===== src/rtl/core/tps_pkg.sv =====
// ----------------------------------------------------------------------------
// tps_pkg: shared types and constants for the text punctuation spacer
// Character codes, window size, sequencer states and byte class helpers.
// ----------------------------------------------------------------------------
package tps_pkg;

  localparam int unsigned WIN_BYTES = 6;
  localparam int unsigned WIN_IDX_W = $clog2(WIN_BYTES);
  localparam int unsigned CNT_W     = $clog2(WIN_BYTES + 1);

  localparam logic [7:0] CH_SPACE = 8'h20;
  localparam logic [7:0] CH_LT    = 8'h3C;
  localparam logic [7:0] CH_GT    = 8'h3E;
  localparam logic [7:0] CH_B     = 8'h62;
  localparam logic [7:0] CH_R     = 8'h72;
  localparam logic [7:0] CH_SLASH = 8'h2F;
  localparam logic [7:0] CH_SEMI  = 8'h3B;
  localparam logic [7:0] CH_COLON = 8'h3A;

  typedef enum logic [1:0] {
    ST_IDLE,
    ST_HEAD,
    ST_EMIT,
    ST_DONE
  } tps_state_e;

  function automatic logic is_mark(input logic [7:0] c);
    logic r;
    case (c) inside
      8'h27, 8'h22, 8'h2E, 8'h2C, 8'h28, 8'h29, 8'h21, 8'h3F: r = 1'b1;
      default: r = 1'b0;
    endcase
    return r;
  endfunction

  // whitespace, control bytes BEL..CR, and the two separators
  function automatic logic is_blank(input logic [7:0] c);
    logic r;
    case (c) inside
      CH_SPACE, [8'h07:8'h0D], CH_SEMI, CH_COLON: r = 1'b1;
      default: r = 1'b0;
    endcase
    return r;
  endfunction

endpackage


===== src/rtl/core/text_punctuation_spacer.sv =====
// ----------------------------------------------------------------------------
// text_punctuation_spacer: byte-serial text cleaner for tokenizing
// Spaces out punctuation, folds whitespace and break tags into one space.
// ----------------------------------------------------------------------------
// Usage:
//   Slave stream: one string byte per word. tdata = in_byte, tlast marks the
//   last byte of a string, tuser marks an empty string (tdata ignored), which
//   also flushes any string still pending.
//   Master stream: one result per word. tdata = out_byte, tlast = string
//   done, tuser[0] = byte valid, tuser[1] = last result of its input word.
//   A string that gives no bytes yields one bare end word (tuser[0] low).
// Sequencing:
//   One word is taken, then s_axis_tready_o stays low while a small
//   sequencer works on it. Each head clean of the six-byte window uses the
//   shared compare unit in ST_HEAD; ST_EMIT then sends each byte it emits
//   (0..3), waiting on the output, and returns to ST_HEAD. A word that only
//   fills the window goes on to ST_DONE; an end of string flushes up to six.
//   One result is held back until the next is known, so the last one can
//   carry its flags; results leave through an output register.
// Reset and stall:
//   Reset empties the window and the output. A stalled receiver freezes the
//   sequencer at its next output word; nothing is lost or repeated.
// ----------------------------------------------------------------------------
module text_punctuation_spacer
  import tps_pkg::*;
(
  input  logic       clk_i,
  input  logic       rst_ni,
  input  logic       s_axis_tvalid_i,
  output logic       s_axis_tready_o,
  input  logic [7:0] s_axis_tdata_i,   // [7:0] in_byte
  input  logic       s_axis_tlast_i,   // end_of_string
  input  logic       s_axis_tuser_i,   // [0] empty_string
  output logic       m_axis_tvalid_o,
  input  logic       m_axis_tready_i,
  output logic [7:0] m_axis_tdata_o,   // [7:0] out_byte
  output logic       m_axis_tlast_o,   // string_done
  output logic [1:0] m_axis_tuser_o    // [0] byte_valid, [1] run_last
);

  tps_state_e state_q, state_d;

  logic [7:0]       win_q [WIN_BYTES];
  logic [7:0]       win_d [WIN_BYTES];
  logic [CNT_W-1:0] cnt_q, cnt_d;
  logic             fin_q, fin_d;
  logic [7:0]       lob_q, lob_d;
  logic             lov_q, lov_d;

  logic [7:0] emit_q [3];
  logic [7:0] emit_d [3];
  logic [1:0] emit_n_q, emit_n_d;
  logic [1:0] emit_idx_q, emit_idx_d;

  logic       held_v_q, held_v_d;
  logic [7:0] held_b_q, held_b_d;

  logic       ov_q;
  logic [7:0] ob_q;
  logic       obv_q, osd_q, orl_q;

  logic       out_load;
  logic [7:0] ld_b;
  logic       ld_bv, ld_sd, ld_rl;
  logic       out_free;
  logic       accept;
  logic       do_clean;

  // head clean unit
  logic [7:0]       cl_list [3];
  logic [1:0]       cl_n;
  logic [2:0]       cl_used;
  logic             last_sp;
  logic             tag4, tag5, tag6;

  assign out_free = !ov_q || m_axis_tready_i;
  assign s_axis_tready_o = (state_q == ST_IDLE);
  assign accept = s_axis_tvalid_i && s_axis_tready_o;
  assign do_clean = fin_q ? (cnt_q != '0) : (cnt_q == CNT_W'(WIN_BYTES));

  always_comb begin
    last_sp = lov_q && (lob_q == CH_SPACE);
    tag4 = (cnt_q >= CNT_W'(4)) && win_q[0] == CH_LT && win_q[1] == CH_B &&
           win_q[2] == CH_R && win_q[3] == CH_GT;
    tag5 = (cnt_q >= CNT_W'(5)) && win_q[0] == CH_LT && win_q[1] == CH_B &&
           win_q[2] == CH_R && win_q[3] == CH_SPACE && win_q[4] == CH_GT;
    tag6 = (cnt_q >= CNT_W'(6)) && win_q[0] == CH_LT && win_q[1] == CH_B &&
           win_q[2] == CH_R && win_q[3] == CH_SPACE && win_q[4] == CH_SLASH &&
           win_q[5] == CH_GT;
    cl_list[0] = win_q[0];
    cl_list[1] = CH_SPACE;
    cl_list[2] = CH_SPACE;
    cl_n = 2'd0;
    cl_used = 3'd1;
    if (is_mark(win_q[0])) begin
      if (!last_sp) begin
        cl_list[0] = CH_SPACE;
        cl_list[1] = win_q[0];
        cl_n = 2'd2;
      end else begin
        cl_n = 2'd1;
      end
      if (cnt_q > CNT_W'(1) && win_q[1] != CH_SPACE) begin
        cl_n = cl_n + 2'd1;
      end
    end else if (is_blank(win_q[0])) begin
      cl_list[0] = CH_SPACE;
      cl_n = last_sp ? 2'd0 : 2'd1;
    end else if (win_q[0] == CH_LT && cnt_q > CNT_W'(4) && win_q[1] == CH_B &&
                 (tag4 || tag5 || tag6)) begin
      cl_list[0] = CH_SPACE;
      cl_n = last_sp ? 2'd0 : 2'd1;
      cl_used = tag4 ? 3'd4 : (tag5 ? 3'd5 : 3'd6);
    end else begin
      cl_n = 2'd1;
    end
  end

  // next state
  always_comb begin
    state_d = state_q;
    case (state_q)
      ST_IDLE: if (accept) state_d = ST_HEAD;
      ST_HEAD: state_d = do_clean ? ST_EMIT : ST_DONE;
      ST_EMIT: if (emit_idx_q == emit_n_q) state_d = ST_HEAD;
      ST_DONE: if (!((held_v_q || fin_q) && !out_free)) state_d = ST_IDLE;
      default: state_d = ST_IDLE;
    endcase
  end

  // datapath and outputs
  always_comb begin
    win_d      = win_q;
    cnt_d      = cnt_q;
    fin_d      = fin_q;
    lob_d      = lob_q;
    lov_d      = lov_q;
    emit_d     = emit_q;
    emit_n_d   = emit_n_q;
    emit_idx_d = emit_idx_q;
    held_v_d   = held_v_q;
    held_b_d   = held_b_q;
    out_load   = 1'b0;
    ld_b       = held_b_q;
    ld_bv      = 1'b1;
    ld_sd      = 1'b0;
    ld_rl      = 1'b0;
    case (state_q)
      ST_IDLE: begin
        if (accept) begin
          fin_d = s_axis_tlast_i || s_axis_tuser_i;
          if (!s_axis_tuser_i) begin
            win_d[cnt_q[WIN_IDX_W-1:0]] = s_axis_tdata_i;
            cnt_d = cnt_q + CNT_W'(1);
          end
        end
      end
      ST_HEAD: begin
        if (do_clean) begin
          emit_d     = cl_list;
          emit_n_d   = cl_n;
          emit_idx_d = 2'd0;
          if (cl_n != 2'd0) begin
            lob_d = cl_list[cl_n - 2'd1];
            lov_d = 1'b1;
          end
          for (int i = 0; i < WIN_BYTES; i++) begin
            if (i + int'(cl_used) < WIN_BYTES) begin
              win_d[i] = win_q[WIN_IDX_W'(i + int'(cl_used))];
            end
          end
          cnt_d = cnt_q - CNT_W'(cl_used);
        end
      end
      ST_EMIT: begin
        if (emit_idx_q != emit_n_q && (!held_v_q || out_free)) begin
          out_load   = held_v_q;
          held_v_d   = 1'b1;
          held_b_d   = emit_q[emit_idx_q];
          emit_idx_d = emit_idx_q + 2'd1;
        end
      end
      ST_DONE: begin
        if ((held_v_q || fin_q) && out_free) begin
          out_load = 1'b1;
          ld_b     = held_v_q ? held_b_q : 8'h00;
          ld_bv    = held_v_q;
          ld_sd    = fin_q;
          ld_rl    = 1'b1;
          held_v_d = 1'b0;
          if (fin_q) begin
            lob_d = 8'h00;
            lov_d = 1'b0;
          end
        end
      end
      default: ;
    endcase
  end

  always_ff @(posedge clk_i or negedge rst_ni) begin
    if (!rst_ni) begin
      state_q  <= ST_IDLE;
      cnt_q    <= '0;
      fin_q    <= 1'b0;
      lob_q    <= 8'h00;
      lov_q    <= 1'b0;
      emit_n_q <= 2'd0;
      emit_idx_q <= 2'd0;
      held_v_q <= 1'b0;
      ov_q     <= 1'b0;
    end else begin
      state_q    <= state_d;
      cnt_q      <= cnt_d;
      fin_q      <= fin_d;
      lob_q      <= lob_d;
      lov_q      <= lov_d;
      emit_n_q   <= emit_n_d;
      emit_idx_q <= emit_idx_d;
      held_v_q   <= held_v_d;
      if (out_load) begin
        ov_q <= 1'b1;
      end else if (m_axis_tready_i) begin
        ov_q <= 1'b0;
      end
    end
  end

  always_ff @(posedge clk_i) begin
    win_q    <= win_d;
    emit_q   <= emit_d;
    held_b_q <= held_b_d;
    if (out_load) begin
      ob_q  <= ld_b;
      obv_q <= ld_bv;
      osd_q <= ld_sd;
      orl_q <= ld_rl;
    end
  end

  assign m_axis_tvalid_o = ov_q;
  assign m_axis_tdata_o  = ob_q;
  assign m_axis_tlast_o  = osd_q;
  assign m_axis_tuser_o  = {orl_q, obv_q};

endmodule

===== config.mk =====
export PLATFORM = sky130hd
export DESIGN_NAME = text_punctuation_spacer
export DESIGN_NICKNAME = d
export VERILOG_FILES = /design/src/rtl/core/tps_pkg.sv /design/src/rtl/core/text_punctuation_spacer.sv
export SDC_FILE = /design/constraint.sdc
export NUM_CORES = 1
export LEC_CHECK = 0
export BUFFER_PORTS_ARGS = -buffer_cell sky130_fd_sc_hd__buf_2
export CORE_ASPECT_RATIO = 1.5
export CORE_MARGIN = 4
export CORE_UTILIZATION = 55
export DETAILED_ROUTE_END_ITERATION = 12
export GPL_ROUTABILITY_DRIVEN = 0
export PLACE_DENSITY = 0.76
export SETUP_SLACK_MARGIN = 0.02
export SLEW_MARGIN = 10
export SYNTH_ARGS = -nofsm -noshare
export SYNTH_HDL_FRONTEND = slang
export SYNTH_SLANG_ARGS = --single-unit

===== constraint.sdc =====
create_clock -name clk_i -period 5.2 [get_ports clk_i]
set_input_delay 0 -clock clk_i [delete_from_list [all_inputs] [get_ports clk_i]]
set_output_delay 0 -clock clk_i [all_outputs]
set_load 0.005 [all_outputs]

# Word-level counts from Yosys, hierarchy flattened
# Cells that the tools add are included.
# W data, S select, Z words.
word_totals:
  output_inout_bits: 13
  reg_bits: 104
classes:
  magnitude_cmp: 23
  bitwise: 9
  n_eq_ne: 42
  muxes: 91
  add_sub_neg: 15
  n_reduce_logical: 60
op_table:
  columns: ["op", "count"]
  rows:
  - ["$mux W8", 34]
  - ["$bmux W8 S3", 6]
  - ["$eq A8 B6 Y1 const B", 18]
  - ["$mux W48", 3]
  - ["$pmux W48 S2", 1]
  - ["$bwmux W48", 1]
  - ["$reduce_and A5 Y1", 7]
  - ["$bmux W8 S2", 2]
  - ["$ne A2 B2 Y1 const B", 14]
  - ["$logic_and A1 B1 Y1", 26]
  - ["$demux W8 S3", 1]
  - ["$ge A3 B4 Y1 const B", 6]
  - ["$mux W2", 11]
  - ["$lt A4 B3 Y1 const B", 5]
  - ["$mux W1", 18]
  - ["$mux W3", 6]
  - ["$not A3 Y3", 6]
  - ["$eq A8 B7 Y1 const B", 2]
  - ["$mux W16", 1]
  - ["$pmux W8 S2", 1]
  - ["$ge A3 B3 Y1 const B", 5]
  - ["$reduce_bool A2 Y1", 6]
  - ["$reduce_and A3 Y1", 3]
  - ["$add A2 B3 Y4 const A", 2]
  - ["37 further kinds", 55]

# Logic depth before layout (Yosys ltp)
logic_depth:
  depth_word: 20
  depth_mapped: 15
  ltp_nobuf: 13

# Least setup slack after synthesis
# Ideal clock, no wire load.
synth_timing:
  path_type: "reg2reg"
  from: "reg win_q[17] (netlist name)"
  to: "reg win_q[0] (netlist name), enable pin"
  path_stages_with_launch: 15
  setup_time_ns: 0.375
  n_path_buf: 2
  setup_slack_ns: 1.448
  arrival_ns: 3.377
  cell_sequence: "edfxtp_1 nor4_2 or3b_4 o21a_4 o21ai_4 and2_1 nand2_1 ha_1 clkbuf_1 inv_1 clkbuf_1 o21ai_0 nor2_1 o21ai_0 a21oi_1"
synth_via:
  elab_chain_len: 13
  word_cells_on_any_way: 20
  cone_classes: "add/sub: 1; order compare: 1; eq/ne: 3; mux: 5; reduce/logical: 10"
synth_rtl:
  columns: ["item", "line_no", "text"]
  rows:
  - ["from (decl)", "text_punctuation_spacer.sv:43", "logic [7:0] win_q [WIN_BYTES];"]
  - ["from (signal assigned)", "text_punctuation_spacer.sv:230", "win_q <= win_d;"]
  - ["$eq A8 B6 Y1", "text_punctuation_spacer.sv:86, text_punctuation_spacer.sv:88", null]
  - ["$logic_and A1 B1 Y1 (on tied branches) (2 in a row)", "text_punctuation_spacer.sv:86, text_punctuation_spacer.sv:88", null]
  - ["$logic_or A1 B1 Y1 / $logic_and A1 B1 Y1 (equally long branches)", "text_punctuation_spacer.sv:110, text_punctuation_spacer.sv:88", null]
  - ["$logic_or A1 B1 Y1", "text_punctuation_spacer.sv:110", "(tag4 || tag5 || tag6)) begin"]
  - ["$logic_and A1 B1 Y1", "text_punctuation_spacer.sv:109", "end else if (win_q[0] == CH_LT && cnt_q > CNT_W'(4) && win_q[1] == CH_B &&"]
  - ["$mux W3 *", "text_punctuation_spacer.sv:109", null]
  - ["$mux W3 *", "text_punctuation_spacer.sv:106", "end else if (is_blank(win_q[0])) begin"]
  - ["$mux W3 *", "text_punctuation_spacer.sv:95", "if (is_mark(win_q[0])) begin"]
  - ["$add A3 B3 Y4 *", "text_punctuation_spacer.sv:168", "if (i + int'(cl_used) < WIN_BYTES) begin"]
  - ["$lt A4 B3 Y1 *", "text_punctuation_spacer.sv:168", null]
  - ["$ne A2 B2 Y1 (no line) *", null, null]
  - ["$reduce_and A5 Y1 (no line) *", null, null]
# Mark *: on every way between the ends. The rest lies on a longest branch, timed or not.
# A chain may end at the register's enable or synchronous reset.

# Final worst setup path
layout_timing:
  from: "reg win_q[17] (netlist name)"
  to: "reg win_q[1] (netlist name), enable pin"
# Same word-level chain as after synthesis.

==> key figures <==
Power and ir drop
  – Reg power frac: 0.444
  – Peak VDD IR: 0.228 mV
  – Combinational power share: 0.363
  – Overall power: between 3 and 4 mW
  – PwrDens: around 520 nW/um^2
  – Internal power: about 2.1 mW
  – Static leakage: between 2 and 2.5 nW
  – Net Sw Power: approximately 1.4 mW
  – Clock power share: 0.193
  – Switching Share: 0.389

Global routing
  – First-pass GRT wire length: 28.3 mm
  – Grt total ovfl: 0
  – GRT Total Usage: 0.293
  – Vias in the first global route: between 5000 and 6000
  – Pin count of the biggest net entering global routing: 34
  – Initial antenna violation count: 0

Finish
  – Final nets: between 600 and 700
  – Synth-to-layout area growth: 8.45%
  – Post-Layout Cell Count: 764
  – Diode count: 0
  – Layout cells sized above 1: 0.120
  – Core Util, Final: 0.607

Place
  – Placed cell count: 743
  – Quantity of I/O buffers inserted on ports: 26
  – HPWL Detailed: 13.3 mm

Detailed routing
  – Drt pass-1 iters: 8
  – Avg Vias per Cell: about 7
  – Initial DRC count: ~600
  – Vias: about 5400
  – WL final: roughly 18 mm
  – Drt wl/cell: around 24 um
  – Final ANT Viol Nets: 0
  – Remaining routing DRC violations: 0

Synthesis
  – Post-synth top area share: 0.405
  – Top_reg_cell synth: edfxtp_1
  – Seq/Total Area, Yosys: 0.490
  – Largest family of logic cells by synthesized area: simple AND/OR/NAND/NOR gates
  – Most common library cells after synthesis: edfxtp_1 (83), nand2_1 (65), nor2_1 (47), a21oi_1 (25), clkbuf_1 (23)
  – Mapped Avg Cell Area: 10.2 um^2
  – Post-synthesis mux area share: 0.0366
  – Count leader, synth: edfxtp_1
  – Top cells by area, synth: edfxtp_1 (40%), dfrtp_1 (8.5%), nand2_1 (4.0%)
  – Largest area contributor in the netlist: edfxtp_1
  – Yosys reg bits: 104
  – Gate Count Post-Synth: ~600
  – Area share of xor/xnor cells in the synthesized design: 0.00975
  – Post-Synth Adder-Cell Area: 0.0215
  – Asr flop ratio synth: 0.202
  – Netlist cell types: 79
  – Simple-Gate Fraction of Synth Area: 0.202
  – Synth warn: 0
  – Post-synth EDFFs: a little over 80
  – Synth Area in Compound Gates: 0.200
  – Syn Std Cell Area: ~6200 um^2

Worst setup path
  – WP data arrival: around 4.6 ns
  – Worst EP required: 5.19 ns
  – Crit. End Element: register
  – Reg2Reg Capture Point: win_q[1]$_DFFE_PP_
  – Worst-path fanout max: 17
  – Worst r2r path cells: 12
  – Reg2reg start: win_q[17]$_DFFE_PP_
  – R2r setup slk: approximately 0.6 ns
  – CP Class: reg -> reg
  – Startpoint types: register

Clock network
  – Hold Buf Count CTS: 5
  – Root Buffer Master: clkbuf_16
  – Clock transition at path regs: around 0.070 ns
  – H-Tree Depth: 3
  – Postcts setup bufs: 0
  – Clk sink count: approximately 100
  – CTS buffer count: 9
  – Clock Latency Late Sink: between 0.3 and 0.4 ns
  – Post-cts resize count: 0
  – Clock tree from TritonCTS: built
  – CTS Buffer Depth: 2

Min path
  – Hold Startpoint: s_axis_tdata_i[4]
  – Hold Crit Class: in -> reg
  – Hold path cells: 3
  – WHS Endpoint: win_q[20]$_DFFE_PP_

Die
  – Cell Rows: 47
  – Chip height: 138 um
  – Die W: between 90 and 100 um
  – I/O pins: 27
  – Initial Util: 0.560
  – Core Region: roughly 11000 um^2
  – Die ar.: roughly 13000 um^2

Timing
  – RSZ-0062 raised after global routing: no
  – Final Max Slew Viols: 0
  – Fin crit period: 4.59 ns
  – Fin. Hold Viols: 0
  – Setup-failing EPs final: 0
  – Max-slew headroom: 0.248
  – Least-Margin Pin Slew: 1.13 ns
  – Hold_ws: 0.00443 ns
  – Max Fclk: ~0.22 GHz
  – Setup_tns: 0 ns
  – Tcrit/Tclk final: 0.883
  – Setup Skew: roughly 0.0070 ns

Job
  – Maxcap violations: 0

Status
  – Run status: finished, final reports clean
## worst max path at each step
stage	from	to
after floorplan	win_q[17]$_DFFE_PP_	win_q[0]$_DFFE_PP_
after global placement	win_q[17]$_DFFE_PP_	win_q[0]$_DFFE_PP_
after detailed placement	win_q[17]$_DFFE_PP_	win_q[5]$_DFFE_PP_
after CTS	win_q[17]$_DFFE_PP_	win_q[0]$_DFFE_PP_
after global routing	win_q[35]$_DFFE_PP_	win_q[7]$_DFFE_PP_
final	win_q[17]$_DFFE_PP_	win_q[1]$_DFFE_PP_
## critical path, stage by stage (launching register included)
cell	delay, ns
edfxtp_1	0.43
nor4_2	0.32
or3b_4	0.45
o21a_4	0.26
o21ai_4	0.39
and2_1	0.33
nand2_1	0.11
ha_1	0.56
inv_1	0.35
o21ai_0	0.12
nor2_1	0.14
o21ai_0	0.10
a21oi_1	0.65
## sequential cells by signal, summed over array words and instances (netlist names), 2 cells and up
register and count:
emit_n_q 2, lob_q 8, held_b_q 8, emit_idx_q 2
state_q 2, win_q 48, cnt_q 3, m_axis_tdata_o 8
emit_q 16
## layout by cell type, fill, tap and decap left out, types with 5 or more instances in the layout
| cell type | count |
|---|---|
| a211oi_1 | 10 |
| a21o_1 | 10 |
| a21oi_1 | 25 |
| a221o_1 | 6 |
| a31oi_1 | 11 |
| a32o_1 | 5 |
| and2_1 | 10 |
| buf_2 | 26 |
| buf_4 | 6 |
| clkbuf_16 | 9 |
| dfrtp_1 | 21 |
| dlygate4sd3_1 | 5 |
| edfxtp_1 | 83 |
| ha_1 | 9 |
| inv_1 | 15 |
| mux2i_1 | 20 |
| nand2_1 | 65 |
| nand2b_1 | 10 |
| nand3_1 | 10 |
| nand3b_1 | 5 |
| nand4_1 | 18 |
| nor2_1 | 47 |
| nor2b_1 | 18 |
| nor3_1 | 11 |
| o211ai_1 | 5 |
| o21a_1 | 7 |
| o21ai_0 | 22 |
| o21ai_1 | 8 |
| o221ai_1 | 14 |
| o22ai_1 | 16 |
| o311ai_0 | 5 |
| or2_2 | 5 |
## through the flow
stage	setup WS (ns)	area, um^2
4_1_cts	0.727	6680
2_1_floorplan	1.45	6160
3_3_place_gp	0.884	6340
5_1_grt	0.448	6680
6_report	0.611	6680
3_5_place_dp	0.756	6340
## power by group through the flow
stage               clock network, mW  logic, mW  registers [mW]
finish                          0.675       1.27            1.55
global route                    0.707       1.38            1.58
CTS                             0.675       1.24            1.54
detailed placement                  0       1.22            1.55
global placement                    0       1.19            1.54
floorplan                           0      0.971            1.41
## layer usage
metal  wire length, um  vias to the layer above  global-route usage
li1                  -                     2306                   -
met3              1740                      125              0.0699
met1              6090                     2523               0.318
met5                 0                        -                   0
met2              9040                      398               0.508
met4              1400                        0               0.185
## kinds of logic (layout without fill, tap and decap cells)
logic type / Yosys count / count (layout)
AO/OA/AOI/OAI: 171 / 171
XOR/XNOR: 6 / 6
adder cells (fa/ha/maj): 10 / 10
buffers and inverters: 55 / 68
flip-flops: 104 / 104
multiplexers: 22 / 22
other: 2 / 3
AND/OR/NAND/NOR: 233 / 233
## area by class of cell
type / instances / area [um^2]
Clock buffer: 11 / 233
Clock inverter: 5 / 57.6
Fill cell: 915 / 4320
Inverter: 15 / 56.3
Multi-Input combinational cell: 445 / 2910
Sequential cell: 104 / 3020
Tap cell: 147 / 184
Timing Repair Buffer: 37 / 225
No activity file was read; power rests on OpenSTA's default activity.
